File: src/necir_pkg.sv
// Shared types, codes and reset values for the NEC infrared transmitter.
package necir_pkg;

    localparam int FRAME_BITS_DEF = 32;
    localparam int CFG_INDEX_W    = 3;
    localparam int CFG_DATA_W     = 16;

    localparam logic [7:0]  HALF_PERIOD_RST  = 8'd13;
    localparam logic [15:0] LEADER_MARK_RST  = 16'd9000;
    localparam logic [15:0] LEADER_SPACE_RST = 16'd4500;
    localparam logic [15:0] BIT_MARK_RST     = 16'd560;
    localparam logic [15:0] ONE_SPACE_RST    = 16'd1690;
    localparam logic [15:0] ZERO_SPACE_RST   = 16'd560;

    typedef enum logic [2:0] {
        PH_IDLE,
        PH_LEAD_MARK,
        PH_LEAD_SPACE,
        PH_BIT_MARK,
        PH_BIT_SPACE,
        PH_STOP_MARK,
        PH_BURST_MARK
    } phase_t;

    typedef enum logic [1:0] {
        OP_TICK  = 2'd0,
        OP_FRAME = 2'd1,
        OP_BURST = 2'd2
    } op_t;

    typedef enum logic [1:0] {
        ST_TICK     = 2'd0,
        ST_ACCEPTED = 2'd1,
        ST_DISABLED = 2'd2,
        ST_BUSY     = 2'd3
    } status_t;

    typedef enum logic [CFG_INDEX_W-1:0] {
        CFG_ENABLE       = 3'd0,
        CFG_HALF_PERIOD  = 3'd1,
        CFG_LEADER_MARK  = 3'd2,
        CFG_LEADER_SPACE = 3'd3,
        CFG_BIT_MARK     = 3'd4,
        CFG_ONE_SPACE    = 3'd5,
        CFG_ZERO_SPACE   = 3'd6
    } cfg_idx_t;

    typedef struct packed {
        logic        enable;
        logic [7:0]  half_period_ticks;
        logic [15:0] leader_mark_us;
        logic [15:0] leader_space_us;
        logic [15:0] bit_mark_us;
        logic [15:0] one_space_us;
        logic [15:0] zero_space_us;
    } cfg_t;

    typedef struct packed {
        logic [1:0]  operation;
        logic [7:0]  address;
        logic [7:0]  command_byte;
        logic [15:0] burst_length;
    } req_t;

    typedef struct packed {
        logic    ir_level;
        logic    busy_res;
        status_t status;
    } rsp_t;

endpackage

File: src/nec_ir_transmitter.sv
// Top level of the NEC infrared transmitter with a carrier generator.
// The response is registered; the response register loads at the edge that accepts the request.
// Throughput: one request per cycle while the response is not stalled; a tick, or a command
// taken while enabled and idle, updates the segment state registers in the cycle it is accepted.
// A stalled response holds off requests; a new one enters in the cycle the response leaves.
// Reset clears the waveform state to idle with the output low and loads the defaults.
module nec_ir_transmitter
    import necir_pkg::*;
#(
    parameter int FRAME_BITS = FRAME_BITS_DEF
)
(
    input  logic                   clk,
    input  logic                   rst_n,
    input  logic                   req_valid,
    output logic                   req_ready,
    input  req_t                   req_data,
    output logic                   rsp_valid,
    input  logic                   rsp_ready,
    output rsp_t                   rsp_data,
    input  logic                   cfg_we,
    input  logic [CFG_INDEX_W-1:0] cfg_index,
    input  logic [CFG_DATA_W-1:0]  cfg_data
);

    localparam int BW = $clog2(FRAME_BITS + 1);
    localparam int IW = $clog2(FRAME_BITS);

    typedef struct packed {
        phase_t                phase;
        logic [FRAME_BITS-1:0] shift;
        logic [BW-1:0]         bits;
        logic [15:0]           target;
        logic                  carrier;
    } seg_t;

    cfg_t                  cfg_reg, cfg_next;
    phase_t                phase_reg, phase_next;
    logic [FRAME_BITS-1:0] shift_reg, shift_next;
    logic [BW-1:0]         bits_reg, bits_next;
    logic [15:0]           target_reg, target_next;
    logic [16:0]           elapsed_reg, elapsed_next;
    logic [7:0]            half_cnt_reg, half_cnt_next;
    logic                  carrier_reg, carrier_next;
    logic                  rsp_valid_reg, rsp_valid_next;
    rsp_t                  rsp_data_reg, rsp_data_next;

    logic                  req_fire;
    logic                  cmd_ok;
    logic                  load;
    seg_t                  seg;
    seg_t                  done_seg;
    logic [31:0]           frame_word;
    logic [7:0]            half;
    logic [7:0]            half_inc;
    logic [16:0]           mark_sum;
    logic [16:0]           space_sum;

    function automatic seg_t make_seg(phase_t p, logic [FRAME_BITS-1:0] sh, logic [BW-1:0] b,
                                      logic [15:0] t, logic c);
        seg_t s;
        s.phase   = p;
        s.shift   = sh;
        s.bits    = b;
        s.target  = t;
        s.carrier = c;
        return s;
    endfunction

    function automatic seg_t enter_stop(logic [FRAME_BITS-1:0] sh, logic [BW-1:0] b, cfg_t c);
        seg_t s;
        if (c.bit_mark_us != 16'd0)
        begin
            s = make_seg(PH_STOP_MARK, sh, b, c.bit_mark_us, 1'b1);
        end
        else
        begin
            s = make_seg(PH_IDLE, sh, b, 16'd0, 1'b0);
        end
        return s;
    endfunction

    // With a zero bit mark, data bits whose space is also zero are skipped at once.
    function automatic seg_t enter_bits(logic [FRAME_BITS-1:0] sh, logic [BW-1:0] b, cfg_t c);
        seg_t          s;
        logic          found;
        logic [IW-1:0] idx;
        logic          cand;
        found = 1'b0;
        idx   = '0;
        for (int i = FRAME_BITS - 1; i >= 0; i--)
        begin
            cand = (BW'(i) < b) &&
                   (sh[i] ? (c.one_space_us != 16'd0) : (c.zero_space_us != 16'd0));
            if (cand)
            begin
                found = 1'b1;
                idx   = IW'(i);
            end
        end
        if (b == '0)
        begin
            s = enter_stop(sh, b, c);
        end
        else if (c.bit_mark_us != 16'd0)
        begin
            s = make_seg(PH_BIT_MARK, sh, b, c.bit_mark_us, 1'b1);
        end
        else if (found)
        begin
            s = make_seg(PH_BIT_SPACE, sh >> idx, b - BW'(idx),
                         sh[idx] ? c.one_space_us : c.zero_space_us, 1'b0);
        end
        else
        begin
            s = enter_stop(sh, b, c);
        end
        return s;
    endfunction

    function automatic seg_t enter_bit_space(logic [FRAME_BITS-1:0] sh, logic [BW-1:0] b,
                                             cfg_t c);
        seg_t        s;
        logic [15:0] sp;
        sp = sh[0] ? c.one_space_us : c.zero_space_us;
        if (sp != 16'd0)
        begin
            s = make_seg(PH_BIT_SPACE, sh, b, sp, 1'b0);
        end
        else
        begin
            s = enter_bits(sh >> 1, (b != '0) ? b - BW'(1) : b, c);
        end
        return s;
    endfunction

    function automatic seg_t enter_lead_space(logic [FRAME_BITS-1:0] sh, logic [BW-1:0] b,
                                              cfg_t c);
        seg_t s;
        if (c.leader_space_us != 16'd0)
        begin
            s = make_seg(PH_LEAD_SPACE, sh, b, c.leader_space_us, 1'b0);
        end
        else
        begin
            s = enter_bits(sh, BW'(FRAME_BITS), c);
        end
        return s;
    endfunction

    function automatic seg_t enter_lead_mark(logic [FRAME_BITS-1:0] sh, logic [BW-1:0] b,
                                             cfg_t c);
        seg_t s;
        if (c.leader_mark_us != 16'd0)
        begin
            s = make_seg(PH_LEAD_MARK, sh, b, c.leader_mark_us, 1'b1);
        end
        else
        begin
            s = enter_lead_space(sh, b, c);
        end
        return s;
    endfunction

    function automatic logic is_mark(phase_t p);
        return (p == PH_LEAD_MARK) || (p == PH_BIT_MARK) || (p == PH_STOP_MARK) ||
               (p == PH_BURST_MARK);
    endfunction

    assign req_ready = !rsp_valid_reg || rsp_ready;
    assign req_fire  = req_valid && req_ready;
    assign rsp_valid = rsp_valid_reg;
    assign rsp_data  = rsp_data_reg;

    assign cmd_ok     = cfg_reg.enable && (phase_reg == PH_IDLE);
    assign frame_word = {~req_data.command_byte, req_data.command_byte,
                         ~req_data.address, req_data.address};
    assign half       = (cfg_reg.half_period_ticks == 8'd0) ? 8'd1 : cfg_reg.half_period_ticks;
    assign half_inc   = half_cnt_reg + 8'd1;
    assign mark_sum   = elapsed_reg + {8'd0, half, 1'b0};
    assign space_sum  = elapsed_reg + 17'd1;

    always_comb
    begin
        case (phase_reg)
            PH_LEAD_MARK:  done_seg = enter_lead_space(shift_reg, bits_reg, cfg_reg);
            PH_LEAD_SPACE: done_seg = enter_bits(shift_reg, BW'(FRAME_BITS), cfg_reg);
            PH_BIT_MARK:   done_seg = enter_bit_space(shift_reg, bits_reg, cfg_reg);
            PH_BIT_SPACE:  done_seg = enter_bits(shift_reg >> 1,
                                                 (bits_reg != '0) ? bits_reg - BW'(1) : bits_reg,
                                                 cfg_reg);
            default:       done_seg = make_seg(PH_IDLE, shift_reg, bits_reg, 16'd0, 1'b0);
        endcase
    end

    always_comb
    begin
        cfg_next = cfg_reg;
        if (cfg_we)
        begin
            case (cfg_index)
                CFG_ENABLE:       cfg_next.enable            = cfg_data[0];
                CFG_HALF_PERIOD:  cfg_next.half_period_ticks = cfg_data[7:0];
                CFG_LEADER_MARK:  cfg_next.leader_mark_us    = cfg_data;
                CFG_LEADER_SPACE: cfg_next.leader_space_us   = cfg_data;
                CFG_BIT_MARK:     cfg_next.bit_mark_us       = cfg_data;
                CFG_ONE_SPACE:    cfg_next.one_space_us      = cfg_data;
                CFG_ZERO_SPACE:   cfg_next.zero_space_us     = cfg_data;
                default:          ;
            endcase
        end
    end

    // Next state of the waveform sequencer.
    always_comb
    begin
        phase_next    = phase_reg;
        shift_next    = shift_reg;
        bits_next     = bits_reg;
        target_next   = target_reg;
        elapsed_next  = elapsed_reg;
        half_cnt_next = half_cnt_reg;
        carrier_next  = carrier_reg;
        load          = 1'b0;
        seg           = done_seg;
        if (req_fire)
        begin
            case (req_data.operation)
                OP_TICK:
                begin
                    if (phase_reg == PH_IDLE)
                    begin
                        carrier_next = 1'b0;
                    end
                    else if (is_mark(phase_reg))
                    begin
                        half_cnt_next = half_inc;
                        if (half_inc >= half)
                        begin
                            half_cnt_next = 8'd0;
                            if (carrier_reg)
                            begin
                                carrier_next = 1'b0;
                            end
                            else
                            begin
                                elapsed_next = mark_sum;
                                if (mark_sum >= {1'b0, target_reg})
                                begin
                                    load = 1'b1;
                                end
                                else
                                begin
                                    carrier_next = 1'b1;
                                end
                            end
                        end
                    end
                    else
                    begin
                        elapsed_next = space_sum;
                        if (space_sum >= {1'b0, target_reg})
                        begin
                            load = 1'b1;
                        end
                    end
                end
                OP_FRAME:
                begin
                    if (cmd_ok)
                    begin
                        load = 1'b1;
                        seg  = enter_lead_mark(frame_word[FRAME_BITS-1:0], '0, cfg_reg);
                    end
                end
                OP_BURST:
                begin
                    if (cmd_ok)
                    begin
                        load = 1'b1;
                        if (req_data.burst_length != 16'd0)
                        begin
                            seg = make_seg(PH_BURST_MARK, shift_reg, bits_reg,
                                           req_data.burst_length, 1'b1);
                        end
                        else
                        begin
                            seg = make_seg(PH_IDLE, shift_reg, bits_reg,
                                           req_data.burst_length, 1'b0);
                        end
                    end
                end
                default: ;
            endcase
        end
        if (load)
        begin
            phase_next    = seg.phase;
            shift_next    = seg.shift;
            bits_next     = seg.bits;
            target_next   = seg.target;
            carrier_next  = seg.carrier;
            elapsed_next  = 17'd0;
            half_cnt_next = 8'd0;
        end
    end

    // Response fields.
    always_comb
    begin
        rsp_valid_next         = req_fire || (rsp_valid_reg && !rsp_ready);
        rsp_data_next.ir_level = carrier_next;
        rsp_data_next.busy_res = (phase_next != PH_IDLE);
        rsp_data_next.status   = ST_TICK;
        case (req_data.operation)
            OP_TICK:
            begin
                rsp_data_next.ir_level = carrier_reg;
                rsp_data_next.busy_res = (phase_reg != PH_IDLE);
            end
            OP_FRAME, OP_BURST:
            begin
                if (!cfg_reg.enable)
                begin
                    rsp_data_next.status = ST_DISABLED;
                end
                else if (phase_reg != PH_IDLE)
                begin
                    rsp_data_next.status = ST_BUSY;
                end
                else
                begin
                    rsp_data_next.status = ST_ACCEPTED;
                end
            end
            default: ;
        endcase
    end

    always_ff @(posedge clk or negedge rst_n)
    begin
        if (!rst_n)
        begin
            cfg_reg.enable            <= 1'b0;
            cfg_reg.half_period_ticks <= HALF_PERIOD_RST;
            cfg_reg.leader_mark_us    <= LEADER_MARK_RST;
            cfg_reg.leader_space_us   <= LEADER_SPACE_RST;
            cfg_reg.bit_mark_us       <= BIT_MARK_RST;
            cfg_reg.one_space_us      <= ONE_SPACE_RST;
            cfg_reg.zero_space_us     <= ZERO_SPACE_RST;
            phase_reg                 <= PH_IDLE;
            shift_reg                 <= '0;
            bits_reg                  <= '0;
            target_reg                <= 16'd0;
            elapsed_reg               <= 17'd0;
            half_cnt_reg              <= 8'd0;
            carrier_reg               <= 1'b0;
            rsp_valid_reg             <= 1'b0;
        end
        else
        begin
            cfg_reg       <= cfg_next;
            phase_reg     <= phase_next;
            shift_reg     <= shift_next;
            bits_reg      <= bits_next;
            target_reg    <= target_next;
            elapsed_reg   <= elapsed_next;
            half_cnt_reg  <= half_cnt_next;
            carrier_reg   <= carrier_next;
            rsp_valid_reg <= rsp_valid_next;
        end
    end

    always_ff @(posedge clk)
    begin
        if (req_fire)
        begin
            rsp_data_reg <= rsp_data_next;
        end
    end

endmodule

File: config.mk
export PLATFORM = sky130hd
export DESIGN_NAME = nec_ir_transmitter
export DESIGN_NICKNAME = d
export VERILOG_FILES = /design/src/necir_pkg.sv /design/src/nec_ir_transmitter.sv
export SDC_FILE = /design/constraint.sdc
export NUM_CORES = 1
export LEC_CHECK = 0
export ABC_CLOCK_PERIOD_IN_PS = 15950
export BUFFER_PORTS_ARGS = -buffer_cell sky130_fd_sc_hd__buf_2
export CAP_MARGIN = 20
export CORE_MARGIN = 2
export CORE_UTILIZATION = 45
export CTS_BUF_LIST = sky130_fd_sc_hd__clkbuf_2 sky130_fd_sc_hd__clkbuf_4 sky130_fd_sc_hd__clkbuf_8
export DETAILED_ROUTE_END_ITERATION = 7
export SLEW_MARGIN = 20
export SYNTH_ARGS = -nofsm -noshare
export SYNTH_HDL_FRONTEND = slang
export SYNTH_SLANG_ARGS = --single-unit
File: constraint.sdc
create_clock -name clk -period 15.95 [get_ports clk]
set_clock_uncertainty 0.05 [all_clocks]
set_input_delay 3.19 -clock clk [delete_from_list [all_inputs] [get_ports clk]]
set_output_delay 3.19 -clock clk [all_outputs]
set_load 0.01 [all_outputs]
==> flow_summary.ini <==
[sta]
fin_tns_setup_ns = 0
grt_setup_unrepaired = no
finalCritPeriodShare_pct = 44.4
max_clock_freq_mhz = 141
final-setup-viol-count = 0
slew_viol_final = 0
worst_pin_slew_ns = 1.12
period_needed_ns = 7.08
slew_headroom_pct = 25.1
finalHoldViolations = 0
whs_ns = 0.486

[critical_path]
critPathArrivalTime_ns = 7.48
startpoint = req_data[27]
cp_cell_sequence = buf_2 > nand2b_1 > a21oi_1 > o211ai_1 > a311oi_1 > o21ai_1 > nand2_1 > mux2_2 > o21a_1 > mux2i_1 > xnor2_1 > a2111oi_0 > a21oi_1 > o21ai_0
rr_worst_depth = 19
start_kind = input port
path_common_cell = a21oi_1
r2r_end = target_reg[4]$_DFFE_PN0P_
worstSetupPathType = in -> reg
critical_path_required_ns = 16.34
path_depth = 14
crit_family = compound AO/OA/AOI/OAI gates
cp_slowest_stage_delay_ns = 0.78
slowest_stage = nand2_1
reg2reg_from = bits_reg[0]$_DFFE_PN0P_
cp-end-kind = flip-flop
rrSetupSlack_ns = 9.01
endpoint = shift_reg[16]$_DFFE_PN0P_
worstPathMaxFanout = 22
path_buf_inv = 1

[clock_network]
cts_root_buf = clkbuf_8
holdBufCountCts = 0
cts_made_buffers = 17
htreeDepth = 4
clkSinkCount = 177
post-cts-setup-buffers = 0
cts-resized-gates = 0
clock_latency_ns = 0.53
cts_tree = built
clk_path_buf_depth = 2
clkTransAtPathRegs_ns = 0.11

[synth]
netlist_instances = 2597
yosysWarnings = 0
synth_edf_count = 4
yosysSeqAreaShare_pct = 22.0
synth_area_um2 = 20400
synth-main-ff-cell = dfrtp_1
async_flop_share_pct = 97.7
ys_types = 119
yosys_register_bits = 177
syn_avg_cell_area_um2 = 7.85
syn-num-nets = 2720

[pwr]
p_leak_nw = 8.50
power_mw = 3.06
ir_drop_v = 0.0000705
power_density_nw_per_um2 = 142

[route]
drtIter0Drc = 3056
drt_pre_antenna_iters = 8
post_drt_via_cell_ratio = 7.08
drc = 0
drt-total-wl_mm = 92.4
ant_nets = 0
num_vias = 22335
routedWlPerCell_um = 29.3

[grt]
antenna_found_initial = 2
grt_max_degree = 94
overflow = 0
grt.total_usage_pct = 38.9
grt_pass1_vias = 21632
grt_pass1_wl_mm = 139

[finish]
multi_input_area_um2 = 14700
syn_to_final_growth_pct = 5.81
regArea_um2 = 4480
mostFrequentLayoutCells = nand2_1, nor2_1, o21ai_0
final_layout_size_suffix_gt1_share_pct = 15.9
final_common_cell = nand2_1
fin_nets = 2670
fillCellCount = 4441
largest_reg_flops = 89

[floorplan]
core_um2 = 44400
die_h_um = 217
rows = 77
die_area_um2 = 47000
num_io_pins = 64
die-width_um = 217
initial_utilization_pct = 45.9

[placed_design]
io_buffers = 63
post-dp-hpwl_mm = 68.2
globalplace.congestion = 1.08

[run]
maxCapViolCount = 0

[hold_path]
hp-class = reg -> reg

[outcome]
status = complete, no violations
[cell type report]
type | count | area share (%)
clock buffer | 17 | 1.09
clock inverter | 15 | 0.859
tap | 592 | 3.43
sequential | 177 | 20.8
multi-input combinational | 2142 | 68.4
antenna | 2 | 0.0232
inverter | 69 | 1.20
timing repair buffer | 140 | 4.24
[cells in the mapped netlist (all sizes together) (14+ instances only)]
cell | count | area [um^2]
nand4 | 29 | 203
nor2b | 22 | 138
xor2 | 22 | 193
mux2 | 119 | 1340
a31oi | 37 | 268
a311oi | 15 | 131
o31ai | 18 | 154
nor3 | 48 | 250
a211o | 15 | 131
o211ai | 35 | 263
a31o | 14 | 123
a22oi | 31 | 256
o21a | 27 | 204
o21ai | 211 | 1080
xnor2 | 32 | 280
a21boi | 20 | 150
nor2 | 240 | 906
and2 | 24 | 153
a21oi | 186 | 946
ha | 63 | 788
nor3b | 20 | 160
and3 | 14 | 87.6
dfrtp | 148 | 3700
buf | 67 | 408
dfstp | 25 | 657
or2 | 15 | 93.8
a21o | 25 | 189
mux2i | 178 | 1810
nand2 | 256 | 963
inv | 69 | 259
or3 | 15 | 93.8
nor4 | 39 | 259
clkbuf | 142 | 533
a211oi | 34 | 270
o22ai | 23 | 150
a2111oi | 14 | 141
nand3 | 77 | 385
a221oi | 32 | 317
nand2b | 16 | 100
[worst reg2reg max path, stage by stage (launching register included)]
cell       delay [ns]
dfrtp_1          0.56
inv_1            0.19
ha_1             0.28
or4b_1           0.48
a21oi_2          0.31
inv_2            0.14
nand2_1          0.39
a31oi_4          0.17
a2111oi_2        0.38
nor3b_2          0.63
o31ai_1          0.39
and2_1           0.28
buf_4            0.20
inv_2            0.53
a21oi_1          0.28
a22oi_1          0.36
a31oi_1          0.24
nor3b_2          0.64
a21boi_1         0.13
o22a_1           0.20
[worst min-delay path by stage]
stage	startpoint	end	slack, ns	cells past startpoint
after floorplan	target_reg[10]$_DFFE_PN0P_	target_reg[10]$_DFFE_PN0P_	0.43	1
after global placement	rsp_valid$_DFF_PN0_	rsp_valid$_DFF_PN0_	0.45	2
after detailed placement	rsp_valid$_DFF_PN0_	rsp_valid$_DFF_PN0_	0.46	2
after CTS	target_reg[4]$_DFFE_PN0P_	target_reg[4]$_DFFE_PN0P_	0.49	1
after global routing	target_reg[4]$_DFFE_PN0P_	target_reg[4]$_DFFE_PN0P_	0.51	1
final	rsp_valid$_DFF_PN0_	rsp_valid$_DFF_PN0_	0.49	2
[stage by stage]
stage	setup slack, ns	instance area, um^2	util (%)	std cells
global route	8.71	21600	48.5	3152
global placement	8.57	21100	47.5	3118
finish	8.87	21600	48.6	3154
floorplan	9.34	20400	-	2597
detailed placement	8.54	21100	47.5	3118
CTS	9.07	21500	48.5	3150
[routing by layer]
metal	routed length (um)	vias up	global-route usage, %
met5	10	-	0
met4	7280	2	25.2
met3	8660	399	6.92
met2	41300	1422	62.6
met1	35100	10810	48.0
li1	-	9702	-
[cell families after synthesis]
kind of cell / share of synthesized area [%]
buffers and inverters: 5.89
XOR/XNOR: 2.32
AND/OR/NAND/NOR: 20.2
multiplexers: 16.1
AO/OA/AOI/OAI: 29.5
adder cells (fa/ha/maj): 4.06
flip-flops: 22.0
[power by group]
group / total (mW) / internal, mW / switching (mW) / leakage (nW)
Sequential: 0.764 / 0.571 / 0.193 / 2.17
Clock: 0.341 / 0.121 / 0.220 / 0.205
Combinational: 1.96 / 0.706 / 1.25 / 6.12
Total: 3.06 / 1.40 / 1.66 / 8.50
Power figures use the tool's default switching activity.
